<file path="config.mk">
export PLATFORM = sky130hd
export DESIGN_NAME = archive_stream_parser_flat
export DESIGN_NICKNAME = d
export VERILOG_FILES = /design/src/design/asp_pkg.sv /design/src/design/asp_stream_if.sv /design/src/design/asp_queue.sv /design/src/design/asp_parser.sv /design/src/design/archive_stream_parser.sv /design/src/flat_wrapper.sv
export SDC_FILE = /design/constraint.sdc
export NUM_CORES = 1
export LEC_CHECK = 0
export ABC_CLOCK_PERIOD_IN_PS = 9300
export BUFFER_PORTS_ARGS = -buffer_cell sky130_fd_sc_hd__buf_2
export CAP_MARGIN = 0
export CORE_MARGIN = 5
export CORE_UTILIZATION = 25
export CTS_BUF_LIST = sky130_fd_sc_hd__clkbuf_8
export CTS_CLUSTER_SIZE = 14
export DETAILED_ROUTE_END_ITERATION = 8
export GPL_ROUTABILITY_DRIVEN = 1
export HOLD_SLACK_MARGIN = 0.08
export PLACE_DENSITY = 0.4
export RECOVER_POWER = 100
export SLEW_MARGIN = 20
export SYNTH_ARGS = -nofsm -noshare
export SYNTH_HDL_FRONTEND = slang
export SYNTH_SLANG_ARGS = --single-unit
</file>
<file path="constraint.sdc">
create_clock -name clk -period 9.3 [get_ports clk]
set_clock_uncertainty 0.2 [all_clocks]
set_input_delay 1.395 -clock clk [delete_from_list [all_inputs] [get_ports clk]]
set_output_delay 1.395 -clock clk [all_outputs]
set_load 0.01 [all_outputs]
</file>
<file path="src/design/asp_pkg.sv">
`default_nettype none

package asp_pkg;

  localparam int QUEUE_DEPTH = 2;
  localparam int QUEUE_PTR_W = (QUEUE_DEPTH > 1) ? $clog2(QUEUE_DEPTH) : 1;
  localparam int QUEUE_CNT_W = $clog2(QUEUE_DEPTH + 1);

  localparam int APB_ADDR_W = 3;
  localparam int APB_DATA_W = 32;

  // register index, taken from paddr[2]
  localparam logic REG_MAGIC   = 1'b0;
  localparam logic REG_VERSION = 1'b1;

  // header byte positions
  localparam logic [2:0] HDR_MAGIC_LAST = 3'd3;
  localparam logic [2:0] HDR_VERSION    = 3'd4;
  localparam logic [2:0] HDR_COUNT_LO   = 3'd5;
  localparam logic [2:0] LEN32_LAST     = 3'd3;

  typedef enum logic [2:0] {
    PH_HEADER      = 3'd0,
    PH_NAME_LEN    = 3'd1,
    PH_NAME        = 3'd2,
    PH_CONTENT_LEN = 3'd3,
    PH_CONTENT     = 3'd4
  } phase_t;

  typedef enum logic [2:0] {
    ST_RUNNING     = 3'd0,
    ST_COMPLETE    = 3'd1,
    ST_BAD_MAGIC   = 3'd2,
    ST_BAD_VERSION = 3'd3,
    ST_TRUNCATED   = 3'd4
  } status_t;

  typedef enum logic [2:0] {
    CLS_HEADER      = 3'd0,
    CLS_NAME_LEN    = 3'd1,
    CLS_NAME        = 3'd2,
    CLS_CONTENT_LEN = 3'd3,
    CLS_CONTENT     = 3'd4,
    CLS_IGNORED     = 3'd5
  } class_t;

  typedef struct packed {
    logic [7:0] data_byte;
    logic       last_byte;
  } item_t;

  typedef struct packed {
    logic   valid;
    item_t  item;
  } head_t;

  typedef struct packed {
    logic [31:0] magic_word;
    logic [7:0]  format_version;
  } cfg_t;

  function automatic logic [QUEUE_PTR_W-1:0] ptr_inc(input logic [QUEUE_PTR_W-1:0] p);
    logic [QUEUE_PTR_W-1:0] r;
    if (p == QUEUE_PTR_W'(QUEUE_DEPTH - 1)) begin
      r = '0;
    end else begin
      r = p + 1'b1;
    end
    return r;
  endfunction

endpackage

`default_nettype wire

</file>
<file path="src/design/asp_stream_if.sv">
`default_nettype none

interface asp_in_if;
  logic       valid;
  logic       ready;
  logic [7:0] data_byte;
  logic       last_byte;

  modport source (output valid, output data_byte, output last_byte, input ready);
  modport sink (input valid, input data_byte, input last_byte, output ready);
endinterface

interface asp_out_if;
  logic        valid;
  logic        ready;
  logic [7:0]  byte_value;
  logic [2:0]  byte_class;
  logic [15:0] file_number;
  logic        record_done;
  logic [2:0]  parse_status;

  modport source (
    output valid, output byte_value, output byte_class, output file_number,
    output record_done, output parse_status, input ready
  );
  modport sink (
    input valid, input byte_value, input byte_class, input file_number,
    input record_done, input parse_status, output ready
  );
endinterface

`default_nettype wire

</file>
<file path="src/design/asp_queue.sv">
`default_nettype none

module asp_queue (
  input  wire logic           clk,
  input  wire logic           rst,
  asp_in_if.sink              request,
  output asp_pkg::head_t      head,
  input  wire logic           pop
);

  asp_pkg::item_t entries [asp_pkg::QUEUE_DEPTH];
  logic [asp_pkg::QUEUE_PTR_W-1:0] wr_ptr;
  logic [asp_pkg::QUEUE_PTR_W-1:0] rd_ptr;
  logic [asp_pkg::QUEUE_CNT_W-1:0] count;
  logic [asp_pkg::QUEUE_CNT_W-1:0] count_next;
  logic push;

  assign request.ready = (count != asp_pkg::QUEUE_CNT_W'(asp_pkg::QUEUE_DEPTH));
  assign push = request.valid && request.ready;

  assign head.valid = (count != '0);
  assign head.item  = entries[rd_ptr];

  always_comb begin
    count_next = count;
    if (push && !pop) begin
      count_next = count + 1'b1;
    end else if (!push && pop) begin
      count_next = count - 1'b1;
    end
  end

  always_ff @(posedge clk) begin
    if (rst) begin
      wr_ptr <= '0;
      rd_ptr <= '0;
      count  <= '0;
    end else begin
      count <= count_next;
      if (push) begin
        wr_ptr <= asp_pkg::ptr_inc(wr_ptr);
      end
      if (pop) begin
        rd_ptr <= asp_pkg::ptr_inc(rd_ptr);
      end
    end
  end

  always_ff @(posedge clk) begin
    if (push) begin
      entries[wr_ptr] <= '{data_byte: request.data_byte, last_byte: request.last_byte};
    end
  end

endmodule

`default_nettype wire

</file>
<file path="src/design/asp_parser.sv">
`default_nettype none

module asp_parser (
  input  wire logic           clk,
  input  wire logic           rst,
  input  wire asp_pkg::cfg_t  cfg,
  input  wire asp_pkg::head_t head,
  output logic                pop,
  asp_out_if.source           result
);

  asp_pkg::phase_t  phase, phase_next;
  asp_pkg::status_t status, status_next;
  logic [2:0]  field_count, field_count_next;
  logic [31:0] field_acc, field_acc_next;
  logic [31:0] bytes_left, bytes_left_next;
  logic [15:0] files_left, files_left_next;
  logic [15:0] cur_file, cur_file_next;

  asp_pkg::class_t cls;
  logic [15:0] fnum;
  logic        done;
  logic        close_rec;
  logic [7:0]  b;
  logic        last;
  logic [31:0] acc_ins;
  logic [15:0] len16;
  logic [15:0] files_dec;

  logic        out_valid;
  logic [7:0]  out_byte;
  asp_pkg::class_t  out_class;
  logic [15:0] out_file;
  logic        out_done;
  asp_pkg::status_t out_status;

  assign b    = head.item.data_byte;
  assign last = head.item.last_byte;
  assign pop  = head.valid && (!out_valid || result.ready);

  // byte inserted at the lane given by the field byte count
  assign acc_ins   = field_acc | ({24'd0, b} << {field_count[1:0], 3'b000});
  assign len16     = {b, field_acc[7:0]};
  assign files_dec = files_left - 1'b1;

  always_comb begin
    phase_next       = phase;
    status_next      = status;
    field_count_next = field_count;
    field_acc_next   = field_acc;
    bytes_left_next  = bytes_left;
    files_left_next  = files_left;
    cur_file_next    = cur_file;
    cls       = asp_pkg::CLS_IGNORED;
    fnum      = '0;
    close_rec = 1'b0;

    if (status == asp_pkg::ST_RUNNING) begin
      unique case (phase)
        asp_pkg::PH_HEADER: begin
          cls = asp_pkg::CLS_HEADER;
          priority if (field_count <= asp_pkg::HDR_MAGIC_LAST) begin
            field_acc_next   = acc_ins;
            field_count_next = field_count + 1'b1;
            if (field_count == asp_pkg::HDR_MAGIC_LAST) begin
              if (acc_ins != cfg.magic_word) begin
                status_next = asp_pkg::ST_BAD_MAGIC;
              end
              field_acc_next = '0;
            end
          end else if (field_count == asp_pkg::HDR_VERSION) begin
            if (b != cfg.format_version) begin
              status_next = asp_pkg::ST_BAD_VERSION;
            end
            field_count_next = field_count + 1'b1;
          end else if (field_count == asp_pkg::HDR_COUNT_LO) begin
            field_acc_next   = {24'd0, b};
            field_count_next = field_count + 1'b1;
          end else begin
            field_acc_next   = '0;
            field_count_next = '0;
            if (len16 == '0) begin
              status_next = asp_pkg::ST_COMPLETE;
            end else begin
              files_left_next = len16;
              phase_next      = asp_pkg::PH_NAME_LEN;
            end
          end
        end
        asp_pkg::PH_NAME_LEN: begin
          cls  = asp_pkg::CLS_NAME_LEN;
          fnum = cur_file;
          if (field_count == '0) begin
            field_acc_next   = {24'd0, b};
            field_count_next = 3'd1;
          end else begin
            field_acc_next   = '0;
            field_count_next = '0;
            bytes_left_next  = {16'd0, len16};
            phase_next = (len16 == '0) ? asp_pkg::PH_CONTENT_LEN : asp_pkg::PH_NAME;
          end
        end
        asp_pkg::PH_NAME: begin
          cls  = asp_pkg::CLS_NAME;
          fnum = cur_file;
          bytes_left_next = bytes_left - 1'b1;
          if (bytes_left == 32'd1) begin
            phase_next = asp_pkg::PH_CONTENT_LEN;
          end
        end
        asp_pkg::PH_CONTENT_LEN: begin
          cls  = asp_pkg::CLS_CONTENT_LEN;
          fnum = cur_file;
          field_acc_next = acc_ins;
          if (field_count >= asp_pkg::LEN32_LAST) begin
            field_acc_next   = '0;
            field_count_next = '0;
            if (acc_ins == '0) begin
              close_rec = 1'b1;
            end else begin
              bytes_left_next = acc_ins;
              phase_next      = asp_pkg::PH_CONTENT;
            end
          end else begin
            field_count_next = field_count + 1'b1;
          end
        end
        asp_pkg::PH_CONTENT: begin
          cls  = asp_pkg::CLS_CONTENT;
          fnum = cur_file;
          bytes_left_next = bytes_left - 1'b1;
          if (bytes_left == 32'd1) begin
            close_rec = 1'b1;
          end
        end
        default: begin
          cls  = asp_pkg::CLS_CONTENT;
          fnum = cur_file;
        end
      endcase
    end

    done = close_rec;
    if (close_rec) begin
      files_left_next  = files_dec;
      cur_file_next    = cur_file + 1'b1;
      field_count_next = '0;
      field_acc_next   = '0;
      if (files_dec == '0) begin
        status_next = asp_pkg::ST_COMPLETE;
      end else begin
        phase_next = asp_pkg::PH_NAME_LEN;
      end
    end

    if (last && status_next == asp_pkg::ST_RUNNING) begin
      status_next = asp_pkg::ST_TRUNCATED;
    end
  end

  always_ff @(posedge clk) begin
    if (rst) begin
      phase       <= asp_pkg::PH_HEADER;
      status      <= asp_pkg::ST_RUNNING;
      field_count <= '0;
      field_acc   <= '0;
      bytes_left  <= '0;
      files_left  <= '0;
      cur_file    <= '0;
      out_valid   <= 1'b0;
    end else begin
      if (pop) begin
        out_valid <= 1'b1;
        if (last) begin
          // end of buffer: next byte starts a new archive
          phase       <= asp_pkg::PH_HEADER;
          status      <= asp_pkg::ST_RUNNING;
          field_count <= '0;
          field_acc   <= '0;
          bytes_left  <= '0;
          files_left  <= '0;
          cur_file    <= '0;
        end else begin
          phase       <= phase_next;
          status      <= status_next;
          field_count <= field_count_next;
          field_acc   <= field_acc_next;
          bytes_left  <= bytes_left_next;
          files_left  <= files_left_next;
          cur_file    <= cur_file_next;
        end
      end else if (result.ready) begin
        out_valid <= 1'b0;
      end
    end
  end

  always_ff @(posedge clk) begin
    if (pop) begin
      out_byte   <= b;
      out_class  <= cls;
      out_file   <= fnum;
      out_done   <= done;
      out_status <= status_next;
    end
  end

  assign result.valid        = out_valid;
  assign result.byte_value   = out_byte;
  assign result.byte_class   = out_class;
  assign result.file_number  = out_file;
  assign result.record_done  = out_done;
  assign result.parse_status = out_status;

endmodule

`default_nettype wire

</file>
<file path="src/design/archive_stream_parser.sv">
// Archive stream parser: takes one archive byte per request and returns one tagged
// result per byte (class, file index, record-done flag, sticky status), one byte per
// cycle sustained while the result side is ready. A request passes a two-entry queue
// and the parser's output register before its result is offered; the parser state
// (field count, length counters, status) is updated as each byte leaves the queue.
// Set magic_word (address 0) and format_version (address 4) while the stream is idle.
`default_nettype none

module archive_stream_parser (
  input  wire logic                            clk,
  input  wire logic                            rst,
  asp_in_if.sink                               request,
  asp_out_if.source                            result,
  input  wire logic                            psel,
  input  wire logic                            penable,
  input  wire logic                            pwrite,
  input  wire logic [asp_pkg::APB_ADDR_W-1:0]  paddr,
  input  wire logic [asp_pkg::APB_DATA_W-1:0]  pwdata,
  output logic      [asp_pkg::APB_DATA_W-1:0]  prdata,
  output logic                                 pready
);

  asp_pkg::cfg_t  cfg;
  asp_pkg::head_t head;
  logic pop;
  logic cfg_write;

  assign pready    = 1'b1;
  assign cfg_write = psel && penable && pwrite;

  always_ff @(posedge clk) begin
    if (rst) begin
      cfg.magic_word     <= '0;
      cfg.format_version <= '0;
    end else if (cfg_write) begin
      unique case (paddr[2])
        asp_pkg::REG_MAGIC:   cfg.magic_word     <= pwdata;
        asp_pkg::REG_VERSION: cfg.format_version <= pwdata[7:0];
        default: ;
      endcase
    end
  end

  always_comb begin
    unique case (paddr[2])
      asp_pkg::REG_MAGIC:   prdata = cfg.magic_word;
      asp_pkg::REG_VERSION: prdata = {24'd0, cfg.format_version};
      default:              prdata = '0;
    endcase
  end

  asp_queue u_queue (
    .clk     (clk),
    .rst     (rst),
    .request (request),
    .head    (head),
    .pop     (pop)
  );

  asp_parser u_parser (
    .clk    (clk),
    .rst    (rst),
    .cfg    (cfg),
    .head   (head),
    .pop    (pop),
    .result (result)
  );

endmodule

`default_nettype wire

</file>
<file path="src/flat_wrapper.sv">
// flat-port wrapper written by rule: the top's interface ports become plain ports
module archive_stream_parser_flat 
  (clk, rst, psel, penable, pwrite, paddr, pwdata, prdata, pready, request_valid, request_data_byte, request_last_byte, request_ready, result_valid, result_byte_value, result_byte_class, result_file_number, result_record_done, result_parse_status, result_ready);
  asp_in_if request_i ();
  asp_out_if result_i ();
  input  wire logic clk;
  input  wire logic rst;
  input  wire logic psel;
  input  wire logic penable;
  input  wire logic pwrite;
  input  wire logic [asp_pkg::APB_ADDR_W-1:0] paddr;
  input  wire logic [asp_pkg::APB_DATA_W-1:0] pwdata;
  output logic      [asp_pkg::APB_DATA_W-1:0] prdata;
  output logic pready;
  input wire logic [$bits(request_i.valid)-1:0] request_valid;
  input wire logic [$bits(request_i.data_byte)-1:0] request_data_byte;
  input wire logic [$bits(request_i.last_byte)-1:0] request_last_byte;
  output wire logic [$bits(request_i.ready)-1:0] request_ready;
  output wire logic [$bits(result_i.valid)-1:0] result_valid;
  output wire logic [$bits(result_i.byte_value)-1:0] result_byte_value;
  output wire logic [$bits(result_i.byte_class)-1:0] result_byte_class;
  output wire logic [$bits(result_i.file_number)-1:0] result_file_number;
  output wire logic [$bits(result_i.record_done)-1:0] result_record_done;
  output wire logic [$bits(result_i.parse_status)-1:0] result_parse_status;
  input wire logic [$bits(result_i.ready)-1:0] result_ready;
  assign request_i.valid = request_valid;
  assign request_i.data_byte = request_data_byte;
  assign request_i.last_byte = request_last_byte;
  assign request_ready = request_i.ready;
  assign result_valid = result_i.valid;
  assign result_byte_value = result_i.byte_value;
  assign result_byte_class = result_i.byte_class;
  assign result_file_number = result_i.file_number;
  assign result_record_done = result_i.record_done;
  assign result_parse_status = result_i.parse_status;
  assign result_i.ready = result_ready;
  archive_stream_parser u_core (.clk(clk), .rst(rst), .request(request_i), .result(result_i), .psel(psel), .penable(penable), .pwrite(pwrite), .paddr(paddr), .pwdata(pwdata), .prdata(prdata), .pready(pready));
endmodule
</file>
==> results_dict.tcl <==
set metrics [dict create \
    status "finished with violations" \
    violations "capacitance limit, slew limit" \
    p_switching_mw 1.11 \
    routed_wl_um 36800 \
    slew_headroom -1.80 \
    p_leak_nw 4.29 \
    place_ws_ps 4510 \
    antennaDiodeCount 0 \
    yosysSeqAreaShare 0.424 \
    layout_common_cells "nand2_1, dfxtp_1, a21oi_1, nor2_1, clkbuf_1" \
    io_buffer_count 113 \
    fmax_ghz 0.157 \
    clkLatencyLatePin_ps 530 \
    num_vias 9556 \
    cp-end-kind "flop" \
    syn_inst 1270 \
    yosysTopAreaCellShare 0.285 \
    cts_root_buf "clkbuf_8" \
    async_reset_ff_frac 0 \
    cp-start-kind "input port" \
    core.rowCount 75 \
    drc 0 \
    synth.largest_area_cell "dfxtp_1" \
    critical-path-slowest-cell "clkbuf_1" \
    syn_avg_cell_area_um2 8.36 \
    ys_ff_latch 200 \
    drive_gt1_frac 0.0839 \
    cp_cell_sequence "clkbuf_1, clkbuf_1, o21ai_1, and2_1" \
    dr.pass1.iters 5 \
    swShare 0.417 \
    fin_nets 1406 \
    final_hold_viol_count 0 \
    grt_setup_unrepaired "no" \
    fin_crit_sh 0.687 \
    fp.dieW_um 216 \
    finalSetupViolCount 0 \
    met1_usage 0.216 \
    hold_class "reg2reg" \
    ys.flop_type "dfxtp_1" \
    cp.arrival_ps 6610 \
    ys_types 81 \
    ctsHoldBuffers 0 \
    cts_tree "built" \
    period_needed_ps 6390 \
    finalWorstSetupSlack_ps 2910 \
    drv_cap 4 \
    cts_buffers 17 \
    path_common_cell "clkbuf_1" \
    cts_repair_resize_count 0 \
    wl_per_cell_um 19.4 \
    powerDensity_nw_per_um2 224 \
    yosysWarnings 0 \
    netlist_top_cells_area "dfxtp_1, edfxtp_1, a21oi_1" \
    grt_pass1_wl_um 56700 \
    grt_use_met2 0.245 \
    cp_max_fo 80 \
    cp_slowest_stage_delay_ps 3000 \
    hpwl_um 26600 \
    core_um2 41900 \
    io_pins 117 \
    place_area_um2 11700 \
    cts_max_level 4 \
    path_clk_slew_ps 110 \
    grt_remaining_overflow 0 \
    cp.required_ps 9520 \
    cts.sinks 200 \
    ir_drop_mv 0.0917 \
    stdcell_area_um2 11900 \
    maxSlewViolCount 171 \
    final_util 0.285 \
    grt_max_degree 81 \
    grt_busiest_layer "met2" \
    synth_fp_nets 1331 \
    p_int_mw 1.56 \
    fp.dieH_um 216 \
    p_clk_frac 0.228 \
    via_per_inst 5.04 \
    synth-edff-count 49 \
    start_util 0.253 \
    pwr-share-comb 0.366 \
    grtUsageTotal 0.155 \
    pwr-share-seq 0.407 \
    finalSetupTns_ps 0 \
    post_cts_buffers 0 \
    place_congestion 0.824 \
    clock_path_buffers 2 \
    tightest_slew_ps 4190 \
    grt_pass1_vias 9286 \
    grtUsageMet3 0.0352 \
    synthToLayoutAreaGrowth_pct 12.5 \
    antenna_found_initial 0 \
    syn_area_um2 10600 \
    detail_route.iter0.violations 628 \
    dieArea_um2 46700 \
    critPathKind "in2reg" \
    ant_nets 0 \
]
-- synth_stat cells (4+ instances only) --
master	instances
clkbuf_1	52
mux2_2	12
nor3_1	35
nand2b_1	15
nor4_1	32
a31oi_1	4
xnor2_1	42
a311oi_1	5
o21ai_0	37
o21a_1	4
buf_2	5
edfxtp_1	49
and2_1	12
ha_1	10
or4_1	5
a22oi_1	15
or3_1	17
buf_1	13
a222oi_1	4
nand2_1	151
a22o_1	8
nand3b_1	7
xor2_1	43
o22ai_1	17
o31ai_1	4
inv_1	18
nor2_1	138
a21oi_1	150
nand4_1	24
nor3b_1	7
dfxtp_1	151
o21ai_1	29
nor2b_1	31
nand3_1	18
mux2i_1	9
inv_2	5
and3_1	27
-- stage by stage --
step	hold WS [ps]	cells	power, mW
global placement	265	1865	2.12
floorplan	254	1270	1.75
global route	303	1897	2.84
finish	289	1897	2.67
detailed placement	272	1865	2.12
CTS	293	1897	2.74
-- cell families (layout without fill, tap and decap cells) --
family | after synthesis | in the layout | share of synthesized area
AND/OR/NAND/NOR | 533 | 533 | 0.247
AO/OA/AOI/OAI | 318 | 318 | 0.183
flip-flops | 200 | 200 | 0.424
buffers and inverters | 99 | 187 | 0.0381
XOR/XNOR | 85 | 85 | 0.0702
multiplexers | 24 | 24 | 0.0268
adder cells (fa/ha/maj) | 10 | 10 | 0.0118
other | 1 | 1 | 0.000353
-- worst max-delay path, delay by kind of cell --
| family | cells | cell delay [ps] |
|---|---|---|
| compound gates | 1 | 1080 |
| buf+inv | 2 | 3660 |
| simple gates | 1 | 440 |
-- state kept, by name, summed over array words and instances, names as in the netlist, named ones only --
signal	cells
u_core.cfg	40
u_core.u_parser.bytes_left	32
u_core.u_parser.field_acc	32
u_core.u_queue.entries	18
u_core.u_parser.cur_file	16
u_core.u_parser.files_left	16
u_core.u_parser.result.file_number	16
u_core.u_parser.result.byte_value	8
u_core.u_parser.field_count	3
u_core.u_parser.phase	3
u_core.u_parser.result.byte_class	3
u_core.u_parser.result.parse_status	3
u_core.u_parser.status	3
u_core.u_queue.count	2
u_core.u_parser.result.record_done	1
u_core.u_parser.result.valid	1
u_core.u_queue.rd_ptr	1
u_core.u_queue.wr_ptr	1
-- power by group through the flow --
stage	Combinational (mW)	Clock, mW	Sequential [mW]
after floorplan	0.644	0	1.10
after CTS	1.02	0.637	1.08
final	0.976	0.607	1.09
after global placement	1.01	0	1.10
after detailed placement	1.02	0	1.10
after global routing	1.07	0.670	1.10
-- per-layer routing --
layer  part of all wire  routed length (um)
met1               0.48               17600
met3              0.053                1940
met5                  0                   0
met2               0.46               16800
met4              0.013                 485
-- path summary, 6_finish.rpt --
kind | from | to | slack [ps] | cells after the start
worst max-delay path | rst | u_core.u_parser.field_acc[28] | 2910 | 4
worst min-delay path | u_core.cfg[27] | u_core.cfg[27] | 290 | 2
worst max register to register | flop | u_core.u_parser.files_left[15] | 3850 | 10
worst min register to register | u_core.cfg[27] | u_core.cfg[27] | 290 | 2
-- cell type report --
| type | count | area (um^2) |
|---|---|---|
| inverters | 25 | 93.8 |
| repair buffers | 130 | 588 |
| multi-input cells | 971 | 5680 |
| fillers | 4630 | 30000 |
| well taps | 539 | 674 |
| flip-flops and latches | 200 | 4490 |
| clock buffers | 18 | 248 |
| clock inverters | 14 | 160 |
Power figures use the tool's default switching activity.
